### src/rtl/core/lpcr_pkg.sv
package lpcr_pkg;

   // Result width and mapping constants
   localparam int PCT_W = 7;
   localparam logic [PCT_W-1:0] FULL_SCALE = 7'd100;
   localparam logic [PCT_W-1:0] MOVE_LIMIT = 7'd2;
   localparam logic [PCT_W-1:0] PCT_ZERO = 7'd0;
   localparam int DEADBAND_DIV = 20;

   // Calibration register indexes
   localparam logic REG_MIN_RAW = 1'b0;
   localparam logic REG_MAX_RAW = 1'b1;

   // Extra bits a value grows by when scaled by FULL_SCALE
   localparam int MUL_EXTRA = 7;

   // Divider iteration counter width (covers up to 31 quotient bits)
   localparam int CNT_W = 5;

   // Command to the serial divider
   typedef struct packed {
      logic             start;
      logic [CNT_W-1:0] iters;
   } div_cmd_type;

   // Status back from the serial divider
   typedef struct packed {
      logic busy;
      logic done;
   } div_stat_type;

endpackage

### src/rtl/core/lpcr_div.sv
module lpcr_div import lpcr_pkg::*; #(
   parameter int DVD_W = 17,
   parameter int DVS_W = 10
) (
   input  logic             clock,
   input  logic             reset,
   input  div_cmd_type      cmd,
   input  logic [DVD_W-1:0] dividend,
   input  logic [DVS_W-1:0] divisor,
   output div_stat_type     stat,
   output logic [DVD_W-1:0] quotient
);

   logic [DVS_W-1:0] rem_ff, rem_in;
   logic [DVS_W-1:0] dvs_ff, dvs_in;
   logic [DVD_W-1:0] dvd_ff, dvd_in;
   logic [DVD_W-1:0] quo_ff, quo_in;
   logic [CNT_W-1:0] cnt_ff, cnt_in;
   logic             busy_ff, busy_in;
   logic             done_ff, done_in;

   logic [DVS_W:0]   trial;
   logic [DVS_W:0]   trial_sub;
   logic             fits;

   // One restoring step: bring down the next dividend bit, subtract if it fits
   assign trial     = {rem_ff, dvd_ff[DVD_W-1]};
   assign trial_sub = trial - {1'b0, dvs_ff};
   assign fits      = (trial >= {1'b0, dvs_ff});

   always_comb begin
      rem_in  = rem_ff;
      dvs_in  = dvs_ff;
      dvd_in  = dvd_ff;
      quo_in  = quo_ff;
      cnt_in  = cnt_ff;
      busy_in = busy_ff;
      done_in = 1'b0;
      if (cmd.start) begin
         rem_in  = '0;
         dvs_in  = divisor;
         dvd_in  = dividend;
         quo_in  = '0;
         cnt_in  = cmd.iters;
         busy_in = 1'b1;
      end else if (busy_ff) begin
         rem_in = fits ? trial_sub[DVS_W-1:0] : trial[DVS_W-1:0];
         dvd_in = {dvd_ff[DVD_W-2:0], 1'b0};
         quo_in = {quo_ff[DVD_W-2:0], fits};
         cnt_in = cnt_ff - 1'b1;
         if (cnt_ff == CNT_W'(1)) begin
            busy_in = 1'b0;
            done_in = 1'b1;
         end
      end
   end

   always_ff @(posedge clock) begin
      if (reset) begin
         busy_ff <= 1'b0;
         done_ff <= 1'b0;
         cnt_ff  <= '0;
      end else begin
         busy_ff <= busy_in;
         done_ff <= done_in;
         cnt_ff  <= cnt_in;
      end
   end

   always_ff @(posedge clock) begin
      rem_ff <= rem_in;
      dvs_ff <= dvs_in;
      dvd_ff <= dvd_in;
      quo_ff <= quo_in;
   end

   assign stat.busy = busy_ff;
   assign stat.done = done_ff;
   assign quotient  = quo_ff;

endmodule

### src/rtl/core/lpcr_track.sv
module lpcr_track import lpcr_pkg::*; (
   input  logic             clock,
   input  logic             reset,
   input  logic [PCT_W-1:0] pos,
   input  logic             commit,
   output logic             changed
);

   logic             has_ff, has_in;
   logic [PCT_W-1:0] last_ff, last_in;
   logic [PCT_W-1:0] delta;
   logic             extreme;

   // Report rule: first sample, a move beyond the limit, or landing on an end stop
   assign delta   = (pos > last_ff) ? (pos - last_ff) : (last_ff - pos);
   assign extreme = ((pos == PCT_ZERO) || (pos == FULL_SCALE)) && (pos != last_ff);
   assign changed = !has_ff || (delta > MOVE_LIMIT) || extreme;

   always_comb begin
      has_in  = has_ff;
      last_in = last_ff;
      if (commit && changed) begin
         has_in  = 1'b1;
         last_in = pos;
      end
   end

   always_ff @(posedge clock) begin
      if (reset) begin
         has_ff  <= 1'b0;
         last_ff <= '0;
      end else begin
         has_ff  <= has_in;
         last_ff <= last_in;
      end
   end

endmodule

### src/rtl/core/lever_percent_change_reporter.sv
// Lever position reporter: maps a raw converter sample onto 0..100 percent
// between two calibration points, with a 1/20 deadband trimmed at each end,
// and flags whether the position should be reported.
//
// Channels: req_* carries one raw sample per beat, rsp_* one result per beat
// (position and change flag). A beat moves when valid is high and stall low.
// csr_write/csr_index/csr_wdata set min_raw (index 0) and max_raw (index 1);
// write them only while the block is idle.
//
// Sequencing: one sample at a time. Both the deadband and the mapping division
// run through one shared restoring divider, one quotient bit per cycle:
// SAMPLE_BITS quotient bits for the deadband, SAMPLE_BITS+7 for the mapping. A
// sample passes through BAND, EDGE, MAP, MUL, QUOT and REPORT before its result
// is registered; MUL and QUOT are skipped when the trimmed span is zero. req_stall
// is high from acceptance until the result moves into the output register.
//
// Reset: calibration returns to min 0 / max all ones (capped at 1023), nothing is reported
// yet, and the next result always carries changed = 1. If rsp_stall holds, the
// result waits in the output register; one further sample can be processed and
// then waits until the output register frees up.
module lever_percent_change_reporter import lpcr_pkg::*; #(
   parameter int SAMPLE_BITS = 10
) (
   input  logic                   clock,
   input  logic                   reset,
   input  logic                   req_valid,
   output logic                   req_stall,
   input  logic [SAMPLE_BITS-1:0] req_raw_sample,
   output logic                   rsp_valid,
   input  logic                   rsp_stall,
   output logic [PCT_W-1:0]       rsp_position_percent,
   output logic                   rsp_changed,
   input  logic                   csr_write,
   input  logic                   csr_index,
   input  logic [SAMPLE_BITS-1:0] csr_wdata
);

   localparam int S     = SAMPLE_BITS;
   localparam int W     = S + 2;
   localparam int DVD_W = S + MUL_EXTRA;
   localparam int MAX_RESET = (S >= 10) ? 1023 : ((1 << S) - 1);

   localparam logic [2:0] ST_IDLE   = 3'd0;
   localparam logic [2:0] ST_BAND   = 3'd1;
   localparam logic [2:0] ST_EDGE   = 3'd2;
   localparam logic [2:0] ST_MAP    = 3'd3;
   localparam logic [2:0] ST_MUL    = 3'd4;
   localparam logic [2:0] ST_QUOT   = 3'd5;
   localparam logic [2:0] ST_REPORT = 3'd6;

   logic [2:0]       state_ff, state_in;
   logic [S-1:0]     min_ff, min_in;
   logic [S-1:0]     max_ff, max_in;
   logic [S-1:0]     x_ff, x_in;
   logic             neg_ff, neg_in;
   logic [W-1:0]     band_ff, band_in;
   logic [W-1:0]     edge_ff, edge_in;
   logic [W-1:0]     span_ff, span_in;
   logic [W-1:0]     diff_ff, diff_in;
   logic [PCT_W-1:0] pos_ff, pos_in;
   logic             rsp_valid_ff, rsp_valid_in;
   logic [PCT_W-1:0] rsp_pos_ff, rsp_pos_in;
   logic             rsp_chg_ff, rsp_chg_in;

   logic             req_take;
   logic             ld;
   logic [W-1:0]     dlt;
   logic [W-1:0]     dlt_abs;
   logic [W-1:0]     band_mag;
   logic [W-1:0]     diff_abs;
   logic [W-1:0]     span_abs;
   logic [DVD_W-1:0] num;
   logic [DVD_W-1:0] quotient;
   logic [DVD_W-1:0] div_dvd;
   logic [S-1:0]     div_dvs;
   div_cmd_type      div_cmd;
   div_stat_type     div_stat;
   logic             changed;

   assign req_stall = (state_ff != ST_IDLE);
   assign req_take  = req_valid && !req_stall;
   assign ld        = (state_ff == ST_REPORT) && (!rsp_valid_ff || !rsp_stall);

   // Calibration span and magnitudes (two's complement on W bits)
   assign dlt      = {2'b00, max_ff} - {2'b00, min_ff};
   assign dlt_abs  = dlt[W-1] ? (~dlt + 1'b1) : dlt;
   assign band_mag = {2'b00, quotient[S-1:0]};
   assign diff_abs = diff_ff[W-1] ? (~diff_ff + 1'b1) : diff_ff;
   assign span_abs = span_ff[W-1] ? (~span_ff + 1'b1) : span_ff;

   // Scale by 100 as 64 + 32 + 4
   assign num = {diff_abs[S-1:0], 7'b0} - {diff_abs[S-1:0], 7'b0}
              + {1'b0, diff_abs[S-1:0], 6'b0}
              + {2'b00, diff_abs[S-1:0], 5'b0}
              + {5'b0, diff_abs[S-1:0], 2'b0};

   // Divider operands: deadband on acceptance, mapping after scaling
   always_comb begin
      div_cmd.start = 1'b0;
      div_cmd.iters = CNT_W'(S);
      div_dvd       = {dlt_abs[S-1:0], {MUL_EXTRA{1'b0}}};
      div_dvs       = S'(DEADBAND_DIV);
      if (req_take) begin
         div_cmd.start = 1'b1;
      end else if (state_ff == ST_MUL) begin
         div_cmd.start = 1'b1;
         div_cmd.iters = CNT_W'(S + MUL_EXTRA);
         div_dvd       = num;
         div_dvs       = span_abs[S-1:0];
      end
   end

   lpcr_div #(
      .DVD_W(DVD_W),
      .DVS_W(S)
   ) u_div (
      .clock    (clock),
      .reset    (reset),
      .cmd      (div_cmd),
      .dividend (div_dvd),
      .divisor  (div_dvs),
      .stat     (div_stat),
      .quotient (quotient)
   );

   lpcr_track u_track (
      .clock   (clock),
      .reset   (reset),
      .pos     (pos_ff),
      .commit  (ld),
      .changed (changed)
   );

   // Calibration registers
   always_comb begin
      min_in = min_ff;
      max_in = max_ff;
      if (csr_write) begin
         unique case (csr_index)
            REG_MIN_RAW: min_in = csr_wdata;
            REG_MAX_RAW: max_in = csr_wdata;
            default: ;
         endcase
      end
   end

   // Sequencer
   always_comb begin
      state_in = state_ff;
      x_in     = x_ff;
      neg_in   = neg_ff;
      band_in  = band_ff;
      edge_in  = edge_ff;
      span_in  = span_ff;
      diff_in  = diff_ff;
      pos_in   = pos_ff;
      unique case (state_ff)
         ST_IDLE: begin
            if (req_take) begin
               x_in     = req_raw_sample;
               neg_in   = dlt[W-1];
               state_in = ST_BAND;
            end
         end
         ST_BAND: begin
            if (div_stat.done) begin
               band_in  = neg_ff ? (~band_mag + 1'b1) : band_mag;
               state_in = ST_EDGE;
            end
         end
         ST_EDGE: begin
            edge_in  = {2'b00, min_ff} + band_ff;
            span_in  = dlt - {band_ff[W-2:0], 1'b0};
            state_in = ST_MAP;
         end
         ST_MAP: begin
            diff_in = {2'b00, x_ff} - edge_ff;
            if (span_ff == '0) begin
               // Degenerate span: step from 0 to 100 at the edge
               pos_in   = diff_in[W-1] ? PCT_ZERO : FULL_SCALE;
               state_in = ST_REPORT;
            end else begin
               state_in = ST_MUL;
            end
         end
         ST_MUL: begin
            neg_in   = diff_ff[W-1] ^ span_ff[W-1];
            state_in = ST_QUOT;
         end
         ST_QUOT: begin
            if (div_stat.done) begin
               if (neg_ff) begin
                  pos_in = PCT_ZERO;
               end else if (quotient > DVD_W'(FULL_SCALE)) begin
                  pos_in = FULL_SCALE;
               end else begin
                  pos_in = quotient[PCT_W-1:0];
               end
               state_in = ST_REPORT;
            end
         end
         ST_REPORT: begin
            if (ld) begin
               state_in = ST_IDLE;
            end
         end
         default: state_in = ST_IDLE;
      endcase
   end

   // Output register
   always_comb begin
      rsp_valid_in = rsp_valid_ff;
      rsp_pos_in   = rsp_pos_ff;
      rsp_chg_in   = rsp_chg_ff;
      if (ld) begin
         rsp_valid_in = 1'b1;
         rsp_pos_in   = pos_ff;
         rsp_chg_in   = changed;
      end else if (rsp_valid_ff && !rsp_stall) begin
         rsp_valid_in = 1'b0;
      end
   end

   always_ff @(posedge clock) begin
      if (reset) begin
         state_ff     <= ST_IDLE;
         min_ff       <= '0;
         max_ff       <= S'(MAX_RESET);
         rsp_valid_ff <= 1'b0;
      end else begin
         state_ff     <= state_in;
         min_ff       <= min_in;
         max_ff       <= max_in;
         rsp_valid_ff <= rsp_valid_in;
      end
   end

   always_ff @(posedge clock) begin
      x_ff       <= x_in;
      neg_ff     <= neg_in;
      band_ff    <= band_in;
      edge_ff    <= edge_in;
      span_ff    <= span_in;
      diff_ff    <= diff_in;
      pos_ff     <= pos_in;
      rsp_pos_ff <= rsp_pos_in;
      rsp_chg_ff <= rsp_chg_in;
   end

   assign rsp_valid            = rsp_valid_ff;
   assign rsp_position_percent = rsp_pos_ff;
   assign rsp_changed          = rsp_chg_ff;

   // An accepted sample always starts the deadband division
   a_take_to_band: assert property (@(posedge clock) disable iff (reset)
      req_take |=> (state_ff == ST_BAND) && div_stat.busy)
      else $error("accepted sample did not start deadband division");

   // Divider results only arrive while the sequencer waits for them
   a_done_waited: assert property (@(posedge clock) disable iff (reset)
      div_stat.done |-> (state_ff == ST_BAND) || (state_ff == ST_QUOT))
      else $error("divider result arrived outside a wait state");

   // Reported position stays in range
   a_pos_range: assert property (@(posedge clock) disable iff (reset)
      rsp_valid |-> (rsp_position_percent <= FULL_SCALE))
      else $error("position out of range");

   // A new result only appears out of the report state
   a_rsp_source: assert property (@(posedge clock) disable iff (reset)
      $rose(rsp_valid) |-> ($past(state_ff) == ST_REPORT))
      else $error("result appeared without report step");

endmodule
### config.mk
export PLATFORM = sky130hd
export DESIGN_NAME = lever_percent_change_reporter
export DESIGN_NICKNAME = d
export VERILOG_FILES = /design/src/rtl/core/lpcr_pkg.sv /design/src/rtl/core/lpcr_div.sv /design/src/rtl/core/lpcr_track.sv /design/src/rtl/core/lever_percent_change_reporter.sv
export SDC_FILE = /design/constraint.sdc
export NUM_CORES = 1
export LEC_CHECK = 0
export BUFFER_PORTS_ARGS = -buffer_cell sky130_fd_sc_hd__clkbuf_2
export CAP_MARGIN = 30
export CORE_ASPECT_RATIO = 1.2
export CORE_UTILIZATION = 25
export DETAILED_ROUTE_END_ITERATION = 10
export GPL_ROUTABILITY_DRIVEN = 0
export MAX_ROUTING_LAYER = met4
export PLACE_DENSITY = 0.38
export SKIP_LAST_GASP = 1
export SLEW_MARGIN = 20
export SYNTH_ARGS = -nofsm -noshare
export SYNTH_HDL_FRONTEND = slang
export SYNTH_SLANG_ARGS = --single-unit
### constraint.sdc
create_clock -name clock -period 9.7 [get_ports clock]
set_input_delay 1.94 -clock clock [delete_from_list [all_inputs] [get_ports clock]]
set_output_delay 1.94 -clock clock [all_outputs]
set_load 0.02 [all_outputs]
# Yosys cells after proc, flatten, opt, wreduce, memory -nomap -nowiden
# Index checks and enable logic that the tools add are counted.
[word_totals] regBits=167 in_bits=26 out_inout_bits=10
[op_classes] n_addsub=16 magnitude_cmp=4 eq_ne=14 mux=35 bitwise_logic=8 reduce_logical=30
[ops] operator="17-bit 2-to-1 mux" count=4
[ops] operator="10-bit 2-to-1 mux" count=5
[ops] operator="7-bit 2-to-1 mux" count=6
[ops] operator="10-bit by 1-bit adder with 10-bit output, second input constant" count=3
[ops] operator="10-bit inverter" count=3
[ops] operator="3-bit one-hot mux with 7 select lines" count=1
[ops] operator="17-bit by 12-bit adder with 17-bit output" count=1
[ops] operator="17-bit by 15-bit adder with 17-bit output" count=1
[ops] operator="17-bit by 16-bit adder with 17-bit output" count=1
[ops] operator="17-bit by 7-bit > comparator with 1-bit output, second input constant" count=1
[ops] operator="17-bit subtractor" count=1
[ops] operator="5-bit 2-to-1 mux" count=3
[ops] operator="7-bit one-hot mux with 2 select lines" count=1
[ops] operator="7-bit subtractor" count=2
[ops] operator="10-bit by 12-bit adder with 12-bit output" count=1
[ops] operator="12-bit by 1-bit adder with 12-bit output, second input constant" count=1
[ops] operator="12-bit zero test" count=1
[ops] operator="3-bit 2-to-1 mux" count=4
[ops] operator="10-bit inverter with 12-bit output" count=1
[ops] operator="10-bit by 12-bit subtractor with 12-bit output" count=1
[ops] operator="12-bit subtractor" count=1
[ops] operator="11-bit by 10-bit greater-or-equal comparator with 1-bit output" count=1
[ops] operator="10-bit by 10-bit subtractor with 11-bit output" count=1
[ops] operator="2-bit AND reduction" count=5
[ops] operator="29 further kinds" count=57

# Longest topological paths before layout
[depth] depth_word=10 depth_mapped=20

# Cells and area by module
# From an unflattened synthesis, not the netlist that was laid out.
[unflattened] cells_unflattened=1152 area_unflattened_um2=11039.3
[modules_own_cells] mod="lever_percent_change_reporter" n_inst=1 cells_per_inst=751 area_each_um2=7045.5 seq_area_each_um2=2672.6
[modules_own_cells] mod="lpcr_div" n_inst=1 cells_per_inst=270 area_each_um2=2906.5 seq_area_each_um2=1491.4
[modules_own_cells] mod="lpcr_track" n_inst=1 cells_per_inst=131 area_each_um2=1087.3 seq_area_each_um2=160.2

# Worst setup path after synthesis
# OpenSTA, ideal clock, no wires.
[synth_timing] path_kind="reg2reg" from="register diff_ff[0]" to="register u_div.dvd_ff[16], data pin" arrival_ns=4.007 required_ns=9.435 slack_ns=5.428 path_stages_with_launch=18 path_buffers=0 period_less_slack_ns=4.272 path_cell_list="edfxtp_1 > or3_1 > nand2_1 > xor2_1 > inv_1 > fa_1 > inv_1 > fa_1 > inv_1 > ha_1 > nand2_1 > nor2_1 > a221o_1 > o41a_1 > a31oi_1 > xnor2_1 > a22oi_1 > o21ai_1"
[synth_via] elab_chain_len=10
[synth_lines] element="start, declared" line="lever_percent_change_reporter.sv:59" text="logic [W-1:0] diff_ff, diff_in;"
[synth_lines] element="start signal, assigned" line="lever_percent_change_reporter.sv:245" text="diff_ff <= diff_in;"
[synth_lines] element="10-bit inverter" line="lever_percent_change_reporter.sv:88" text="assign diff_abs = diff_ff[W-1] ? (~diff_ff + 1'b1) : diff_ff;"
[synth_lines] element="10-bit by 1-bit adder with 10-bit output" line="lever_percent_change_reporter.sv:88"
[synth_lines] element="10-bit 2-to-1 mux (*)" line="lever_percent_change_reporter.sv:88"
[synth_lines] element="17-bit subtractor" line="lever_percent_change_reporter.sv:92" text="assign num = {diff_abs[S-1:0], 7'b0} - {diff_abs[S-1:0], 7'b0}"
[synth_lines] element="17-bit by 16-bit adder with 17-bit output" line="lever_percent_change_reporter.sv:93" text="+ {1'b0, diff_abs[S-1:0], 6'b0}"
[synth_lines] element="17-bit by 15-bit adder with 17-bit output" line="lever_percent_change_reporter.sv:94" text="+ {2'b00, diff_abs[S-1:0], 5'b0}"
[synth_lines] element="17-bit by 12-bit adder with 17-bit output (*)" line="lever_percent_change_reporter.sv:95" text="+ {5'b0, diff_abs[S-1:0], 2'b0};"
[synth_lines] element="17-bit 2-to-1 mux (*)" line="lever_percent_change_reporter.sv:105" text="end else if (state_ff == ST_MUL) begin"
[synth_lines] element="17-bit 2-to-1 mux (*)" line="lever_percent_change_reporter.sv:103" text="if (req_take) begin"
[synth_lines] element="17-bit 2-to-1 mux (*)" line="lpcr_div.sv:39" text="if (cmd.start) begin"
[synth_lines] element="net u_div.dvd_in[16]" line="lpcr_div.sv:16" text="logic [DVD_W-1:0] dvd_ff, dvd_in;"
[synth_lines] element="end signal, assigned" line="lpcr_div.sv:73" text="dvd_ff <= dvd_in;"
[synth_lines] element="end, declared" line="lpcr_div.sv:16"
# The timed path passes the listed nets; every way through them passes the cells marked *.
# A chain may end at the register's enable or synchronous reset.

# Worst setup path after layout
# Same ends and word-level chain as after synthesis.

==> summary.md <==
| Metric | Value |
|---|---|
| Grt total ovfl | 0 |
| Rows | 82 |
| Latest clock arrival within the worst-skew pair | 0.45 ns |
| Syn Std Cell Area | 0.0108 mm^2 |
| TNS Setup | 0 ns |
| Setup CP Type | reg -> reg |
| Least-Margin Pin Slew | 0.825 ns |
| Area contributors post-synth | edfxtp_1, dfxtp_1, ha_1 |
| Synth area leader | edfxtp_1 |
| Worst slew margin | 44.7% |
| DRC violations left | 0 |
| P per Cell Area | 147 mW/mm^2 |
| Pre-Repair DR Iteration Count | 4 |
| IO Count | 36 |
| Area growth, synth to finish | 12.5% |
| Gr usage total | 13.3% |
| Detailed placement HPWL | 20700 um |
| Routed Antenna Nets | 0 |
| Clock-pin slew on the worst setup and hold paths | 0.07 ns |
| Met3 Usage GRT | 2.13% |
| Worst r2r path cells | 19 |
| P_leak | 5.09 nW |
| Seq/Total Area, Yosys | 39.6% |
| Most Crowded Layer GR | met2 |
| Cts bufs inserted | 17 |
| Async set-reset flop share out of synthesis | 0% |
| Crit end category | register |
| Clock Skews | 0.0125 ns |
| Most frequent cell after synthesis | inv_1 |
| Crit Reg-Reg Startpoint | diff_ff[0]$_DFFE_PP_ |
| Worst min path class | reg -> reg |
| Multi-input combinational cell area | 0.00581 mm^2 |
| Yosys warns | 0 |
| Final setup viols | 0 |
| Initial antenna violation count | 0 |
| Synth cell types | 66 |
| Max Slew Vio Count | 0 |
| Die Area | 0.0439 mm^2 |
| Mean area per synthesized cell | 9.42 um^2 |
| #FFs+latches synth | 164 |
| Die Ht | 229 um |
| Detailed Route Iter0 Violations | 331 |
| Nets | 1312 |
| Synth Instances | 1142 |
| HP Start | max_ff[9]$_SDFFE_PP1P_ |
| Initial Util | 25.6% |
| Max clock buf depth | 2 |
| RSZ-0062 raised after global routing | false |
| Max VDD drop | 0.128 mV |
| Required @ worst endpoint | 9.89 ns |
| Antenna Cells | 0 |
| Arrival @ worst endpoint | 4.93 ns |
| GRT met2 Usage | 21.7% |
| FILL cells | 4502 |
| Final-report hold violation count | 0 |
| WL final | 26400 um |
| DIE WIDTH | 191 um |
| GRT met1 Usage | 16.6% |
| Reg area | 0.00426 mm^2 |
| Post-CTS resize count | 0 |
| Highest clock rate | 211 MHz |
| Vias in the first global route | 7967 |
| CORE AREA | 0.0421 mm^2 |
| First-pass GRT wire length | 43400 um |
| H-tree levels | 4 |
| Status | completed |
| Ys flop type | edfxtp_1 |
| WL per Instance | 15.3 um |
| Syn Nets | 1285 |
| Hold path depth | 2 |
| CTS tree | done |
| Tmin final | 4.75 ns |
| Max-Cap Viols | 0 |
| Port-buffer cells | 35 |
| Sink Count | 164 |
| Total number of vias | 7792 |
| CTS root buf | clkbuf_16 |
| Hold slack | 0.476 ns |
| Largest net degree at the start of global routing | 40 |
| Top cells by instance count after synthesis | inv_1, edfxtp_1, nand2_1 |
| Synth top area share | 27.4% |
| Max FO, Critical Path | 5 |
| Startpoint types | register |
| Crit path launch | diff_ff[0]$_DFFE_PP_ |
| Fin crit share | 48.9% |
| Post-CTS Setup Bufs | 0 |
| CTS Hold Bufs | 0 |
| Vias/cell | 4.51 |
| Post-synth EDFFs | 98 |
| Layout cells sized above 1 | 7.95% |
## layout make-up
class	instances	share of cell area (%)
Tap cell	546	5.65
Clock inverter	13	1.01
Inverter	143	4.44
Timing Repair Buffer	44	1.99
Clock buffer	19	3.66
Sequential cell	164	35.2
Multi-Input combinational cell	799	48.0
## placed cells by master, fill, tap and decap left out, drive strengths merged, types with 10 or more instances in the layout
cell      n
mux2i    36
inv     145
dfxtp    66
xnor2    51
nor2b    16
clkbuf   54
a21o     16
nand2b   12
edfxtp   98
nor2     79
xor2     35
fa       21
o31ai    16
nand3    37
o21ai    71
nor3     34
and3     10
ha       96
a21oi    58
nand2    98
## routing by layer
| layer | routed length [um] | vias up |
|---|---|---|
| met1 | 12900 | 3655 |
| met4 | 444 | 0 |
| li1 | - | 4026 |
| met2 | 12600 | 89 |
| met3 | 534 | 22 |
| met5 | 0 | - |
## worst max-delay path, cell delays in order (launching register included)
cell and delay, ns:
edfxtp_1 0.44, inv_1 0.13, ha_1 0.21, nand2b_1 0.09
o21ai_0 0.09, xnor2_1 0.46, inv_1 0.17, fa_1 0.54
inv_1 0.05, fa_1 0.50, inv_1 0.04, ha_1 0.33
nand2_1 0.10, nor2_1 0.05, a221o_1 0.34, o41a_1 0.35
a31oi_1 0.21, xnor2_1 0.12, a22oi_1 0.18, o21ai_1 0.09
## logic make-up (layout without fill, tap and decap cells)
family / after synthesis / count (layout) / synth area share [%]
buffers and inverters: 179 / 219 / 6.38
multiplexers: 36 / 36 / 3.35
AO/OA/AOI/OAI: 235 / 235 / 14.1
AND/OR/NAND/NOR: 324 / 324 / 14.3
XOR/XNOR: 87 / 87 / 7.21
adder cells (fa/ha/maj): 117 / 117 / 15.1
flip-flops: 164 / 164 / 39.6
## worst paths after layout
kind | end | slack (ns)
setup / recovery | u_div.dvd_ff[16]$_DFFE_PP_ | 4.95
hold / removal | max_ff[9]$_SDFFE_PP1P_ | 0.48
setup reg to reg | u_div.dvd_ff[16]$_DFFE_PP_ | 4.95
hold reg to reg | max_ff[9]$_SDFFE_PP1P_ | 0.48
## report_power, final
group | switching, mW | internal, mW | leakage, nW | total, mW
clock | 0.299 | 0.363 | 0.274 | 0.661
combinational | 0.187 | 0.130 | 3.36 | 0.317
sequential | 0.0222 | 0.780 | 1.45 | 0.803
## state kept, by name, summed over array words and instances, names as in the netlist, 3 cells and up
| name | count |
|---|---|
| u_track.last_ff | 7 |
| u_div.dvd_ff | 15 |
| band_ff | 12 |
| pos_ff | 7 |
| rsp_position_percent | 7 |
| u_div.dvs_ff | 10 |
| u_div.cnt_ff | 5 |
| diff_ff | 11 |
| max_ff | 10 |
| state_ff | 3 |
| x_ff | 10 |
| u_div.rem_ff | 10 |
| u_div.quotient | 17 |
| span_ff | 12 |
| min_ff | 10 |
| edge_ff | 12 |
## metrics by stage
stage / cells / setup WS (ns) / cell area, um^2 / total power, mW / util (%)
after global placement: 1694 / 4.49 / 11500 / 1.14 / 27.4
after CTS: 1728 / 4.90 / 12100 / 1.81 / 28.8
after detailed placement: 1696 / 4.43 / 11500 / 1.14 / 27.4
after global routing: 1728 / 4.54 / 12100 / 1.88 / 28.8
after floorplan: 1142 / 5.43 / 10800 / 1.05 / -
final: 1728 / 4.95 / 12100 / 1.78 / 28.8
Power figures use the tool's default switching activity.
